`src/hw/rtl/g2l_pkg.sv`:
```
`default_nettype none
// ----------------------------------------------------------------------------
// g2l_pkg: shared types and constants for the gregorian to lunar day block
// request and response payloads, lunar year table and month offset table
// ----------------------------------------------------------------------------
package g2l_pkg;

    localparam int BASE_YEAR       = 2019;
    localparam int LEAP_REF_YEAR   = 2016;
    localparam int BASE_DAY_OFFSET = 35;
    localparam int DAYS_PER_YEAR   = 365;
    localparam int SHORT_MONTH     = 29;
    localparam int BASE_MONTHS     = 12;
    localparam int ROM_WORDS       = 81;
    localparam int ROM_IDX_W       = 7;
    localparam int COUNT_W         = 20;

    typedef struct packed {
        logic [11:0] year;
        logic [3:0]  month;
        logic [4:0]  day_of_month;
    } t_req;

    typedef struct packed {
        logic [4:0] lunar_day;
        logic       out_of_range;
    } t_rsp;

    typedef struct packed {
        logic               start;
        logic [COUNT_W-1:0] remain;
    } t_walk_cmd;

    typedef struct packed {
        logic       done;
        logic       found;
        logic [4:0] day;
    } t_walk_sts;

    // days in the year before the first of each month, non-leap
    function automatic logic [8:0] days_before_month(input logic [3:0] idx);
        logic [8:0] d;
        begin
            case (idx)
                4'd0:    d = 9'd0;
                4'd1:    d = 9'd31;
                4'd2:    d = 9'd59;
                4'd3:    d = 9'd90;
                4'd4:    d = 9'd120;
                4'd5:    d = 9'd151;
                4'd6:    d = 9'd181;
                4'd7:    d = 9'd212;
                4'd8:    d = 9'd243;
                4'd9:    d = 9'd273;
                4'd10:   d = 9'd304;
                4'd11:   d = 9'd334;
                default: d = 9'd0;
            endcase
            return d;
        end
    endfunction

    // bit 0: thirteen-month year, bit k: month k has 30 days
    function automatic logic [15:0] lunar_rom_word(input logic [ROM_IDX_W-1:0] idx);
        logic [15:0] w;
        begin
            case (idx)
                7'd0:  w = 16'd6442;
                7'd1:  w = 16'd10845;
                7'd2:  w = 16'd2732;
                7'd3:  w = 16'd5482;
                7'd4:  w = 16'd11109;
                7'd5:  w = 16'd3492;
                7'd6:  w = 16'd7499;
                7'd7:  w = 16'd3658;
                7'd8:  w = 16'd3222;
                7'd9:  w = 16'd6447;
                7'd10: w = 16'd6486;
                7'd11: w = 16'd2740;
                7'd12: w = 16'd5549;
                7'd13: w = 16'd5842;
                7'd14: w = 16'd11941;
                7'd15: w = 16'd5796;
                7'd16: w = 16'd5706;
                7'd17: w = 16'd13463;
                7'd18: w = 16'd5270;
                7'd19: w = 16'd2390;
                7'd20: w = 16'd2743;
                7'd21: w = 16'd2906;
                7'd22: w = 16'd5844;
                7'd23: w = 16'd13989;
                7'd24: w = 16'd6948;
                7'd25: w = 16'd14923;
                7'd26: w = 16'd6730;
                7'd27: w = 16'd5290;
                7'd28: w = 16'd10587;
                7'd29: w = 16'd2412;
                7'd30: w = 16'd2922;
                7'd31: w = 16'd6997;
                7'd32: w = 16'd7570;
                7'd33: w = 16'd15653;
                7'd34: w = 16'd7460;
                7'd35: w = 16'd6732;
                7'd36: w = 16'd5293;
                7'd37: w = 16'd5294;
                7'd38: w = 16'd2476;
                7'd39: w = 16'd3499;
                7'd40: w = 16'd3754;
                7'd41: w = 16'd3722;
                7'd42: w = 16'd7463;
                7'd43: w = 16'd3366;
                7'd44: w = 16'd10839;
                7'd45: w = 16'd2646;
                7'd46: w = 16'd5302;
                7'd47: w = 16'd10933;
                7'd48: w = 16'd2772;
                7'd49: w = 16'd5834;
                7'd50: w = 16'd11925;
                7'd51: w = 16'd5780;
                7'd52: w = 16'd13611;
                7'd53: w = 16'd5418;
                7'd54: w = 16'd2650;
                7'd55: w = 16'd5467;
                7'd56: w = 16'd5482;
                7'd57: w = 16'd2900;
                7'd58: w = 16'd5963;
                7'd59: w = 16'd6986;
                7'd60: w = 16'd6804;
                7'd61: w = 16'd14635;
                7'd62: w = 16'd6444;
                7'd63: w = 16'd12957;
                7'd64: w = 16'd2732;
                7'd65: w = 16'd5482;
                7'd66: w = 16'd11109;
                7'd67: w = 16'd3492;
                7'd68: w = 16'd7498;
                7'd69: w = 16'd7317;
                7'd70: w = 16'd3350;
                7'd71: w = 16'd6447;
                7'd72: w = 16'd2390;
                7'd73: w = 16'd2742;
                7'd74: w = 16'd5549;
                7'd75: w = 16'd5844;
                7'd76: w = 16'd3748;
                7'd77: w = 16'd11851;
                7'd78: w = 16'd5770;
                7'd79: w = 16'd5398;
                7'd80: w = 16'd10551;
                default: w = 16'd0;
            endcase
            return w;
        end
    endfunction

endpackage : g2l_pkg
`default_nettype wire

```
`src/hw/rtl/gregorian_to_lunar_day.sv`:
```
`default_nettype none
// ----------------------------------------------------------------------------
// gregorian_to_lunar_day: gregorian date to chinese lunar day of month
// top level with request handshake, day count stage and result register
// ----------------------------------------------------------------------------
// Takes one request at a time. The day count from lunar new year 2019-02-05
// is formed in the prep and sum states. The month walker then compares the
// count against each lunar month in turn, including the month the date falls
// in. The result register is then loaded. Invalid dates finish from the prep
// state and dates before the base from the sum state. o_req_ready is low from
// acceptance until the result has been taken on the response side.
// ----------------------------------------------------------------------------
module gregorian_to_lunar_day #(
    parameter int TABLE_YEARS = 81
) (
    input  wire            i_clk,
    input  wire            i_rst_n,
    input  wire            i_req_valid,
    output logic           o_req_ready,
    input  g2l_pkg::t_req  i_req,
    output logic           o_rsp_valid,
    input  wire            i_rsp_ready,
    output g2l_pkg::t_rsp  o_rsp
);
    import g2l_pkg::*;

    localparam int YEARS_EFF = (TABLE_YEARS < ROM_WORDS) ? TABLE_YEARS : ROM_WORDS;

    localparam logic [2:0] ST_IDLE = 3'd0;
    localparam logic [2:0] ST_PREP = 3'd1;
    localparam logic [2:0] ST_SUM  = 3'd2;
    localparam logic [2:0] ST_WALK = 3'd3;
    localparam logic [2:0] ST_OUT  = 3'd4;

    logic [2:0]         r_state, n_state;
    t_req               r_req, n_req;
    logic [COUNT_W-1:0] r_base, n_base;
    logic [10:0]        r_add, n_add;
    logic               r_fix, n_fix;
    t_rsp               r_rsp, n_rsp;
    t_walk_cmd          walk_cmd;
    t_walk_sts          walk_sts;

    logic               bad;
    logic [11:0]        yoff;
    logic [11:0]        loff;
    logic [COUNT_W-1:0] sum;
    logic [COUNT_W-1:0] lim;

    always_comb begin
        bad  = (r_req.month < 4'd1) || (r_req.month > 4'd12) ||
               (r_req.day_of_month == 5'd0) || (r_req.year < 12'(BASE_YEAR));
        yoff = r_req.year - 12'(BASE_YEAR);
        loff = r_req.year - 12'(LEAP_REF_YEAR);
        sum  = r_base + COUNT_W'(r_add);
        lim  = COUNT_W'(BASE_DAY_OFFSET) + COUNT_W'(r_fix);
    end

    always_comb begin
        n_state         = r_state;
        n_req           = r_req;
        n_base          = r_base;
        n_add           = r_add;
        n_fix           = r_fix;
        n_rsp           = r_rsp;
        walk_cmd.start  = 1'b0;
        walk_cmd.remain = sum - lim;
        unique case (r_state)
            ST_IDLE: begin
                if (i_req_valid) begin
                    n_req   = i_req;
                    n_state = ST_PREP;
                end
            end
            ST_PREP: begin
                n_base = COUNT_W'(yoff) * COUNT_W'(DAYS_PER_YEAR);
                n_add  = 11'(loff[11:2]) +
                         11'(days_before_month(r_req.month - 4'd1)) +
                         11'(r_req.day_of_month);
                // current year's leap day not yet reached in jan and feb
                n_fix  = (r_req.year[1:0] == 2'b00) && (r_req.month < 4'd3);
                if (bad) begin
                    n_rsp   = '{lunar_day: 5'd0, out_of_range: 1'b1};
                    n_state = ST_OUT;
                end else begin
                    n_state = ST_SUM;
                end
            end
            ST_SUM: begin
                if (sum <= lim) begin
                    n_rsp   = '{lunar_day: 5'd0, out_of_range: 1'b1};
                    n_state = ST_OUT;
                end else begin
                    walk_cmd.start = 1'b1;
                    n_state        = ST_WALK;
                end
            end
            ST_WALK: begin
                if (walk_sts.done) begin
                    n_rsp.lunar_day    = walk_sts.found ? walk_sts.day : 5'd0;
                    n_rsp.out_of_range = !walk_sts.found;
                    n_state            = ST_OUT;
                end
            end
            ST_OUT: begin
                if (i_rsp_ready) begin
                    n_state = ST_IDLE;
                end
            end
            default: n_state = ST_IDLE;
        endcase
    end

    always_ff @(posedge i_clk) begin
        if (!i_rst_n) begin
            r_state <= ST_IDLE;
        end else begin
            r_state <= n_state;
        end
        r_req  <= n_req;
        r_base <= n_base;
        r_add  <= n_add;
        r_fix  <= n_fix;
        r_rsp  <= n_rsp;
    end

    g2l_walk #(
        .YEARS (YEARS_EFF)
    ) u_walk (
        .i_clk   (i_clk),
        .i_rst_n (i_rst_n),
        .i_cmd   (walk_cmd),
        .o_sts   (walk_sts)
    );

    assign o_req_ready = (r_state == ST_IDLE);
    assign o_rsp_valid = (r_state == ST_OUT);
    assign o_rsp       = r_rsp;

endmodule : gregorian_to_lunar_day
`default_nettype wire

```
`src/hw/rtl/g2l_walk.sv`:
```
`default_nettype none
// ----------------------------------------------------------------------------
// g2l_walk: lunar month walker
// subtracts one lunar month length per cycle from the day count until the
// remainder fits in the current month or the table runs out
// ----------------------------------------------------------------------------
module g2l_walk #(
    parameter int YEARS = 81
) (
    input  wire                 i_clk,
    input  wire                 i_rst_n,
    input  g2l_pkg::t_walk_cmd  i_cmd,
    output g2l_pkg::t_walk_sts  o_sts
);
    import g2l_pkg::*;

    localparam int LY_W = (YEARS > 1) ? $clog2(YEARS) : 1;

    logic               r_busy, n_busy;
    logic [COUNT_W-1:0] r_remain, n_remain;
    logic [LY_W-1:0]    r_ly, n_ly;
    logic [3:0]         r_k, n_k;
    t_walk_sts          r_sts, n_sts;

    logic [15:0]        word;
    logic [3:0]         months;
    logic [4:0]         len;

    always_comb begin
        word   = lunar_rom_word(ROM_IDX_W'(r_ly));
        months = 4'(BASE_MONTHS) + {3'b000, word[0]};
        len    = 5'(SHORT_MONTH) + {4'b0000, word[r_k]};
    end

    always_comb begin
        n_busy      = r_busy;
        n_remain    = r_remain;
        n_ly        = r_ly;
        n_k         = r_k;
        n_sts       = r_sts;
        n_sts.done  = 1'b0;
        if (i_cmd.start) begin
            n_busy   = 1'b1;
            n_remain = i_cmd.remain;
            n_ly     = '0;
            n_k      = 4'd1;
        end else if (r_busy) begin
            if (r_remain <= COUNT_W'(len)) begin
                n_busy      = 1'b0;
                n_sts.done  = 1'b1;
                n_sts.found = 1'b1;
                n_sts.day   = r_remain[4:0];
            end else begin
                n_remain = r_remain - COUNT_W'(len);
                if (r_k == months) begin
                    n_k = 4'd1;
                    if (r_ly == LY_W'(YEARS - 1)) begin
                        // ran off the end of the table
                        n_busy      = 1'b0;
                        n_sts.done  = 1'b1;
                        n_sts.found = 1'b0;
                        n_sts.day   = 5'd0;
                    end else begin
                        n_ly = r_ly + LY_W'(1);
                    end
                end else begin
                    n_k = r_k + 4'd1;
                end
            end
        end
    end

    always_ff @(posedge i_clk) begin
        if (!i_rst_n) begin
            r_busy     <= 1'b0;
            r_sts.done <= 1'b0;
        end else begin
            r_busy     <= n_busy;
            r_sts.done <= n_sts.done;
        end
        r_remain    <= n_remain;
        r_ly        <= n_ly;
        r_k         <= n_k;
        r_sts.found <= n_sts.found;
        r_sts.day   <= n_sts.day;
    end

    assign o_sts = r_sts;

endmodule : g2l_walk
`default_nettype wire
```
`config.mk`:
```
export PLATFORM = sky130hd
export DESIGN_NAME = gregorian_to_lunar_day
export DESIGN_NICKNAME = d
export VERILOG_FILES = /design/src/hw/rtl/g2l_pkg.sv /design/src/hw/rtl/gregorian_to_lunar_day.sv /design/src/hw/rtl/g2l_walk.sv
export SDC_FILE = /design/constraint.sdc
export NUM_CORES = 1
export LEC_CHECK = 0
export ABC_AREA = 1
export BUFFER_PORTS_ARGS = -buffer_cell sky130_fd_sc_hd__buf_2
export CAP_MARGIN = 20
export CELL_PAD_IN_SITES_DETAIL_PLACEMENT = 1
export CELL_PAD_IN_SITES_GLOBAL_PLACEMENT = 1
export CORE_AREA = 2 2 198 200
export CTS_CLUSTER_DIAMETER = 50
export DETAILED_ROUTE_END_ITERATION = 8
export DIE_AREA = 0 0 200 202
export PLACE_DENSITY = 0.63
export SETUP_SLACK_MARGIN = 0.02
export SYNTH_ARGS = -nofsm -noshare
export SYNTH_HDL_FRONTEND = slang
export SYNTH_HIERARCHICAL = 1
export SYNTH_SLANG_ARGS = --single-unit
```
`constraint.sdc`:
```
create_clock -name i_clk -period 5.7 [get_ports i_clk]
set_clock_uncertainty 0.15 [all_clocks]
set_input_delay 0.285 -clock i_clk [delete_from_list [all_inputs] [get_ports i_clk]]
set_output_delay 0.285 -clock i_clk [all_outputs]
set_load 0.01 [all_outputs]
```
**Word level (Yosys, flattened, before mapping)**

Memories as Yosys holds them, arrays and structs flattened. A register that Yosys moved wholly into a read port is not among the register bits.
Cells that the tools add are included.

- Output and inout port bits: 8
- Memories: 2
- Bits in registers: 101
- Logic and storage cells: 106
- Input port bits: 25
- Bits in read-only memories: 1936

- $lt $le $gt $ge: 7
- Bitwise gates (word level): 5
- Reductions and logical operators: 20
- Multipliers: 1
- Eq/ne operators: 12
- Add/sub/neg operators: 13
- Muxes and demuxes: 30

Memories:

| memory | words | bits a word | read ports | clocked after memory_dff | write ports | line | RTL |
|---|---|---|---|---|---|---|---|
| (name not given) | 128 | 14 | 1 | 1 | 0 | g2l_pkg.sv:67 | `case (idx)` |
| (name not given) | 16 | 9 | 1 | 0 | 0 | g2l_pkg.sv:44 | `case (idx)` |

Operators with widths:

| operator | count |
|---|---|
| 20-bit 2-to-1 mux | 3 |
| 7-bit 2-to-1 mux | 5 |
| 12-bit by 11-bit subtractor with 12-bit output (second input constant) | 2 |
| 20-bit by 11-bit adder with 20-bit output | 1 |
| 20-bit by 5-bit <= comparator with 1-bit output | 1 |
| 20-bit by 7-bit <= comparator with 1-bit output | 1 |
| 12-bit by 9-bit multiplier with 20-bit output (second input constant) | 1 |
| 20-bit by 5-bit subtractor with 20-bit output | 1 |
| 20-bit by 7-bit subtractor with 20-bit output | 1 |
| 6-bit 2-to-1 mux | 3 |
| 6-bit one-hot mux with 3 select lines | 1 |
| 3-bit 2-to-1 mux | 5 |
| 3-bit one-hot mux with 5 select lines | 1 |
| 12-bit by 11-bit less-than comparator with 1-bit output (second input constant) | 1 |
| 4-bit AND reduction | 3 |
| 10-bit by 9-bit adder with 11-bit output | 1 |
| 11-bit by 5-bit adder with 11-bit output | 1 |
| 9-bit 2-to-1 mux | 1 |
| 3-bit by 2-bit adder with 4-bit output (first input constant) | 2 |
| 1-bit 2-to-1 mux | 8 |
| 6-bit by 1-bit adder with 7-bit output (first input constant) | 1 |
| 7-bit by 1-bit adder with 7-bit output (second input constant) | 1 |
| 7-bit equality test (second input constant) | 1 |
| 3-bit by 2-bit equality test with 1-bit output (second input constant) | 2 |
| 26 further kinds | 40 |

**Logic depth before layout (Yosys ltp)**

Gate-level depths: netlist of the first run.

- Word-level depth: 8
- Gate-level depth with buffers: 33
- Gate-level depth less buffers: 32

**By module**

The synthesis of the first run kept the hierarchy.

By module, submodules not included:

| module | instances | area an instance (um2) | cells an instance | sequential area each (um2) |
|---|---|---|---|---|
| gregorian_to_lunar_day | 1 | 6721.4 | 817 | 1831.8 |
| g2l_walk | 1 | 4643.2 | 703 | 1321.3 |

**Least setup slack after synthesis of the first run**

No wires, ideal clock.

- Path kind: register to register
- Start point: reg r_req[9] (netlist name)
- End point: reg r_base[19] (data pin)
- Arrival: 4.663 ns
- Library setup time: 0.260 ns
- Path slack: 0.628 ns
- Period minus slack after synthesis: 5.072 ns
- Required time: 5.290 ns
- Cell stages (with the launch flop): 24
- Buffers on the path: 0
- Path through: edfxtp_1 > ha_1 > or2_2 > nor2_1 > inv_1 > nor2_1 > inv_1 > nand2_1 > xor2_1 > ha_1 > fa_1 > fa_1 > inv_1 > fa_1 > inv_1 > ha_1 > a21oi_1 > o211ai_1 > nand3_1 > nand2_1 > nand2_1 > nor2_1 > nor2_1 > xnor2_1

- Cells in the longest elaborated chain, start to end: 2

RTL lines:

| element | line | RTL |
|---|---|---|
| start, declared | gregorian_to_lunar_day.sv:36 | `t_req r_req, n_req;` |
| start signal, assigned | gregorian_to_lunar_day.sv:120 | `r_req <= n_req;` |
| 12-bit by 11-bit subtractor with 12-bit output | gregorian_to_lunar_day.sv:53 | `yoff = r_req.year - 12'(BASE_YEAR);` |
| 12-bit by 9-bit multiplier with 20-bit output | gregorian_to_lunar_day.sv:76 | `n_base = COUNT_W'(yoff) * COUNT_W'(DAYS_PER_YEAR);` |
| end signal, assigned | gregorian_to_lunar_day.sv:121 | `r_base <= n_base;` |
| end, declared | gregorian_to_lunar_day.sv:37 | `logic [COUNT_W-1:0] r_base, n_base;` |

Every way passes these cells.
A chain may end at the register's enable or synchronous reset.

**Worst setup path in the final report of the first run**

Ends and elaborated chain as after synthesis.

==> impl_metrics.json, run 1 <==
{
  "grtUsageMet1_pct": 21.7,
  "dr.pass1.iters": 5,
  "cp_max_fo": 4,
  "drt-initial-drc-count": 514,
  "netlist_area_sq_um": 11400,
  "relSlewSlack_pct": 38.9,
  "syn_inst": 1520,
  "synth_common_cells": "355 x nand2_1, 245 x inv_1, 155 x nand3_1, 109 x ha_1, 109 x nor2_1",
  "cap_violations": 0,
  "die_h_um": 202,
  "cts_buffer_depth": 2,
  "fin_tns_setup_ns": 0,
  "worstPathRequired_ns": 5.72,
  "antenna_cells": 0,
  "synth_most_common_cell": "nand2_1",
  "syn_nets": 1688,
  "dpl.hpwl_um": 25600,
  "ant_nets": 0,
  "via_per_inst": 4.72,
  "port-buffer-count": 32,
  "avgSynthCellArea_sq_um": 7.48,
  "synth.top_cell.area_share_pct": 22.5,
  "max_freq_ghz": 0.189,
  "synth_area_leaders": "edfxtp_1 22%, ha_1 12%, nand2_1 12%",
  "totalWireLength_um": 32600,
  "num_rows": 72,
  "htreeDepth": 4,
  "cts_tree": "built",
  "grt_overflow_total": 0,
  "io_pins": 33,
  "grt_pass1_wl_um": 54000,
  "clk_latency_ns": 0.43,
  "grt_usage_pct": 16.8,
  "initial_core_util_pct": 29.7,
  "wl_per_cell_um": 15.5,
  "nFillCells": 4709,
  "final_nets": 1748,
  "crit_path_end_kind": "flop",
  "dr_total_vias": 9957,
  "drc": 0,
  "area_delta_synth_final_pct": 14.0,
  "status": "finished, final reports clean",
  "max_slew.worst_pin.slew_ns": 0.910,
  "fin_crit_ns": 5.28,
  "synth_warnings": 6,
  "crit_path_max_incr_delay_ns": 0.53,
  "die_x_um": 200,
  "hold_class": "input pin to flop",
  "finalCritPeriodShare_pct": 92.6,
  "gp_congestion": 0.853,
  "synth_edf_count": 85,
  "die-area_sq_um": 40400,
  "cts-root-buf": "clkbuf_16",
  "grt_max_degree": 52,
  "grt_pass1_vias": 10700,
  "seq_area_frac_synth_pct": 27.7,
  "cp.arrival_ns": 5.30,
  "cts_buffers": 17,
  "fp.coreArea_sq_um": 38300,
  "grt_util_met2_pct": 28.9,
  "cp-start-kind": "flop",
  "worst_path_most_repeated_cell": "inv_1",
  "drive_above_1_share_pct": 11.2,
  "setup_viol": 0,
  "antenna_found_initial": 0,
  "synth-main-ff-cell": "edfxtp_1",
  "maxSlewViolCount": 0,
  "worstSetupPathType": "flop to flop",
  "clkSlewWorstSetupHoldPaths_ns": 0.05,
  "synth.distinct_cells": 53,
  "crit_slowest_cell": "fa_1",
  "grt.met3_usage_pct": 2.40,
  "finalHoldViolCount": 0,
  "synth_top_area_cell": "edfxtp_1",
  "synth-seq-cells": 115,
  "busiest_layer": "met2",
  "async_reset_ff_share_pct": 0,
  "cts_sinks": 115
}
==> cells in the final DEF, fill, tap and decap left out, drive strengths merged, types with 2 or more instances in the layout <==
cell type and instances:
a211oi 2, a21o 3, a21oi 60, a31oi 7, and2 2, buf 48, clkbuf 24, clkinv 6
dfxtp 30, dlygate4sd3 23, edfxtp 85, fa 34, ha 109, inv 262, nand2 389, nand3 174
nand3b 5, nand4 24, nor2 122, nor3 13, nor3b 2, nor4 4, o211ai 7, o21a 2
o21ai 53, o21bai 4, o22ai 3, or2 4, or3 2, xnor2 18, xor2 66
==> what timing repair did <==
action                                 4_1_cts  5_1_grt
endpoints found under the hold margin       26        0
setup buffers                                0        2
setup endpoints to repair                    0        4
hold buffers                                23        0
gates resized for setup                      0        7
==> critical path, delay by kind of cell, from the launching register on <==
kind / cells / cell delay (ns)
adder cells (fa/ha/maj): 6 / 2.43
AND/OR/NAND/NOR: 11 / 1.23
flip-flops: 1 / 0.41
buffers and inverters: 6 / 0.37
XOR/XNOR: 2 / 0.29
AO/OA/AOI/OAI: 1 / 0.15
==> through the flow <==
step | utilization [%] | hold slack [ns] | worst slack (ns) | cells | cell area (sq um)
after floorplan | - | 0.233 | 0.628 | 1520 | 11400
after global placement | 31.6 | 0.312 | 0.344 | 2054 | 12100
after detailed placement | 31.6 | 0.313 | 0.219 | 2054 | 12100
after CTS | 33.7 | 0.105 | 0.197 | 2109 | 12900
after global routing | 33.8 | 0.156 | -0.00941 | 2111 | 13000
final | 33.8 | 0.123 | 0.421 | 2111 | 13000
==> final cells by class <==
class / instances / area (sq um) / share of cell area (%)
Inverter: 260 / 978 / 7.55
Tap cell: 518 / 648 / 5.00
Sequential cell: 115 / 3150 / 24.3
Multi-Input combinational cell: 1115 / 7090 / 54.8
Clock buffer: 24 / 526 / 4.06
Clock inverter: 8 / 42.5 / 0.328
Timing Repair Buffer: 71 / 510 / 3.94
==> registers in the layout, indices dropped and copies added (netlist names), 6 cells and up <==
register         flops
o_rsp                6
r_add               11
r_base              20
r_req               21
u_walk/o_sts         7
u_walk/r_ly          7
u_walk/r_remain     20
u_walk/word         14
==> path summary, 6_finish.rpt <==
| kind | cells past startpoint | to | from | slack [ns] |
|---|---|---|---|---|
| worst max register to register | 26 | r_base[19] | r_req[9] | 0.42 |
| worst min register to register | 2 | o_rsp[5] | u_walk/o_sts[4] | 0.41 |
| worst min-delay path | 4 | r_state[0] | i_req_valid | 0.12 |
| worst max-delay path | 26 | r_base[19] | r_req[9] | 0.42 |
==> cell families after synthesis <==
kind of cell	Yosys count	synth area share (%)
flops	115	27.7
simple gates	742	30.3
buf+inv	290	10.2
fa+ha+maj	143	18.0
xor+xnor	84	6.61
compound gates	146	7.15
==> per-layer routing <==
layer  wire, um  vias to the layer above  share of wire [%]
met4        743                        0                2.3
met1      15300                     4721                 47
met3        852                       45                2.6
met2      15800                      159                 48
li1           -                     5032                  -
met5          0                        -                  0
Power of run 1 is left out: the tool's default activity adds up to more than one toggle a clock period on the data nets, which glitch-free logic cannot reach.
==> run 2: changes to the inputs <==
--- a/config.mk
+++ b/config.mk
@@ -7,13 +7,14 @@
 export LEC_CHECK = 0
 export ABC_AREA = 1
 export BUFFER_PORTS_ARGS = -buffer_cell sky130_fd_sc_hd__buf_2
-export CAP_MARGIN = 20
+export CAP_MARGIN = 30
 export CELL_PAD_IN_SITES_DETAIL_PLACEMENT = 1
 export CELL_PAD_IN_SITES_GLOBAL_PLACEMENT = 1
 export CORE_AREA = 2 2 198 200
 export CTS_CLUSTER_DIAMETER = 50
 export DETAILED_ROUTE_END_ITERATION = 8
 export DIE_AREA = 0 0 200 202
+export GPL_TIMING_DRIVEN = 0
 export PLACE_DENSITY = 0.63
 export SETUP_SLACK_MARGIN = 0.02
 export SYNTH_ARGS = -nofsm -noshare
==> run 2 against run 1 <==
  * Routed wire length up 7.5%
  * Hold slack better by 0.024 ns
  * Fmax down 2.1%
  * Die area unchanged
  * Global-route usage up 1.0 points
  * First-iteration DRC count down 1.8%
  * Cell area up 1.9%
  * Sequential cell count unchanged
  * Register-to-register slack worse by 0.11 ns
  * Critical endpoint unchanged
  * Highest routed layer unchanged
==> impl_metrics.json, run 2 (synthesis gave the netlist of run 1 again) <==
{
  "status": "finished, final reports clean",
  "largest_register_ffs": 21,
  "cts_tree": "built",
  "dr.pass1.iters": 5,
  "via_per_inst": 4.79,
  "antenna_cells": 0,
  "antenna_found_initial": 0,
  "die-area_sq_um": 40400,
  "port-buffer-count": 32,
  "rr_worst_depth": 27,
  "grt_pass1_vias": 10700,
  "cts-root-buf": "clkbuf_16",
  "seq_area_sq_um": 3150,
  "path_buf_inv": 7,
  "dpl.hpwl_um": 27800,
  "die_h_um": 202,
  "io_pins": 33,
  "max_slew.worst_pin.slew_ns": 0.931,
  "area_delta_synth_final_pct": 16.1,
  "multiInputGateArea_sq_um": 7160,
  "initial_core_util_pct": 29.7,
  "placed_area_sq_um": 12200,
  "reg_top3": "r_req: 21 flops, r_base: 20 flops, u_walk/r_remain: 20 flops",
  "busiest_layer": "met2",
  "clk_latency_ns": 0.43,
  "worstReg2RegStart": "r_req[9]",
  "fp.coreArea_sq_um": 38300,
  "r2r_slack_ns": 0.31,
  "maxSlewViolCount": 0,
  "cts_sinks": 115,
  "htreeDepth": 4,
  "grt_max_degree": 34,
  "grtUsageMet1_pct": 22.3,
  "drt-initial-drc-count": 505,
  "critPathLaunch": "r_req[9]",
  "worstSetupPathType": "flop to flop",
  "cts_buffers": 17,
  "setup_viol": 0,
  "hold_class": "input pin to flop",
  "rsz0062_at_grt": "yes",
  "finalCritPeriodShare_pct": 94.6,
  "crit_path_end_kind": "flop",
  "num_rows": 72,
  "dp_slack_ns": -0.0703,
  "cp.arrival_ns": 5.40,
  "crit_family": "adder cells",
  "die_x_um": 200,
  "crit_path_max_incr_delay_ns": 0.53,
  "clkSlewWorstSetupHoldPaths_ns": 0.05,
  "totalWireLength_um": 35100,
  "r2r-end": "r_base[19]",
  "grt_overflow_total": 0,
  "wl_per_cell_um": 16.4,
  "most-common-layout-cells": "352 x nand2_1, 245 x inv_1, 154 x nand3_1",
  "worst_path_most_repeated_cell": "inv_1",
  "gp_congestion": 0.949,
  "cp_max_fo": 4,
  "final_nets": 1770,
  "largest_register": "r_req",
  "stdcell_area_sq_um": 13200,
  "cap_violations": 0,
  "ant_nets": 0,
  "worstPathRequired_ns": 5.71,
  "grt_usage_pct": 17.8,
  "cp_num_cells": 27,
  "grt_pass1_wl_um": 56300,
  "dr_total_vias": 10200,
  "crit_end": "r_base[19]",
  "setup_slack_ns": 0.310,
  "relSlewSlack_pct": 37.8,
  "max_freq_ghz": 0.186,
  "nFillCells": 4710,
  "crit_slowest_cell": "fa_1",
  "finalHoldViolCount": 0,
  "cts_buffer_depth": 2,
  "mostFrequentLayoutCell": "nand2_1",
  "grt_util_met2_pct": 31.0,
  "cp-start-kind": "flop",
  "fin_tns_setup_ns": 0,
  "drive_above_1_share_pct": 12.5,
  "grt.met3_usage_pct": 3.20,
  "drc": 0,
  "fin_crit_ns": 5.39
}
==> run 2: repair_timing <==
action                                 in CTS  in global routing
endpoints found under the hold margin      25                  0
gates resized for setup                     1                 19
hold buffers                               23                  0
setup endpoints to repair                   1                 20
pin swaps                                   0                  4
buffers inserted                            0                  7
==> run 2: cell type report <==
class / count / area share, %
timing repair buffer: 63 / 3.56
tap: 518 / 4.91
multi-input combinational: 1115 / 54.2
inverter: 260 / 7.41
clock buffer: 25 / 4.08
sequential: 115 / 23.9
buffer: 30 / 1.39
clock inverter: 7 / 0.503
==> run 2: stage by stage <==
stage	utilization (%)	hold WS, ns	instances
floorplan	-	0.233	1520
global placement	31.8	0.312	2070
detailed placement	31.9	0.313	2071
CTS	34.1	0.117	2126
global route	34.5	0.155	2133
finish	34.5	0.147	2133
==> run 2: per-layer routing <==
layer	routed length, um	up-vias
li1	-	5075
met1	15600	4859
met2	17000	230
met3	1620	56
met4	823	0
met5	0	-
==> run 2: worst register-to-register path, stage by stage, from the launching register on <==
cell	delay, ns
edfxtp_1	0.43
ha_1	0.23
or2_2	0.30
nor2_1	0.09
inv_1	0.09
nor2_4	0.11
nor2_1	0.07
xor2_2	0.20
buf_4	0.16
ha_4	0.29
inv_1	0.06
fa_1	0.48
inv_1	0.06
fa_1	0.53
inv_1	0.05
fa_1	0.52
inv_1	0.06
ha_4	0.28
nand2_1	0.06
inv_1	0.06
nand4_1	0.11
o211ai_1	0.15
nand3_1	0.13
nand2_2	0.10
nand2_1	0.06
nor2_1	0.08
nor2_1	0.05
xnor2_1	0.14
==> run 2: worst min path at each step <==
stage | start | end | slack [ns] | depth (start not counted)
global route | i_req_valid | r_state[0] | 0.16 | 4
floorplan | i_rst_n | r_state[1] | 0.23 | 2
detailed placement | i_req[7] | r_req[7] | 0.31 | 1
global placement | i_req[15] | r_req[15] | 0.31 | 1
CTS | i_req_valid | r_state[0] | 0.12 | 4
finish | i_req_valid | r_state[0] | 0.15 | 4
Power of run 2 is left out for the same reason.
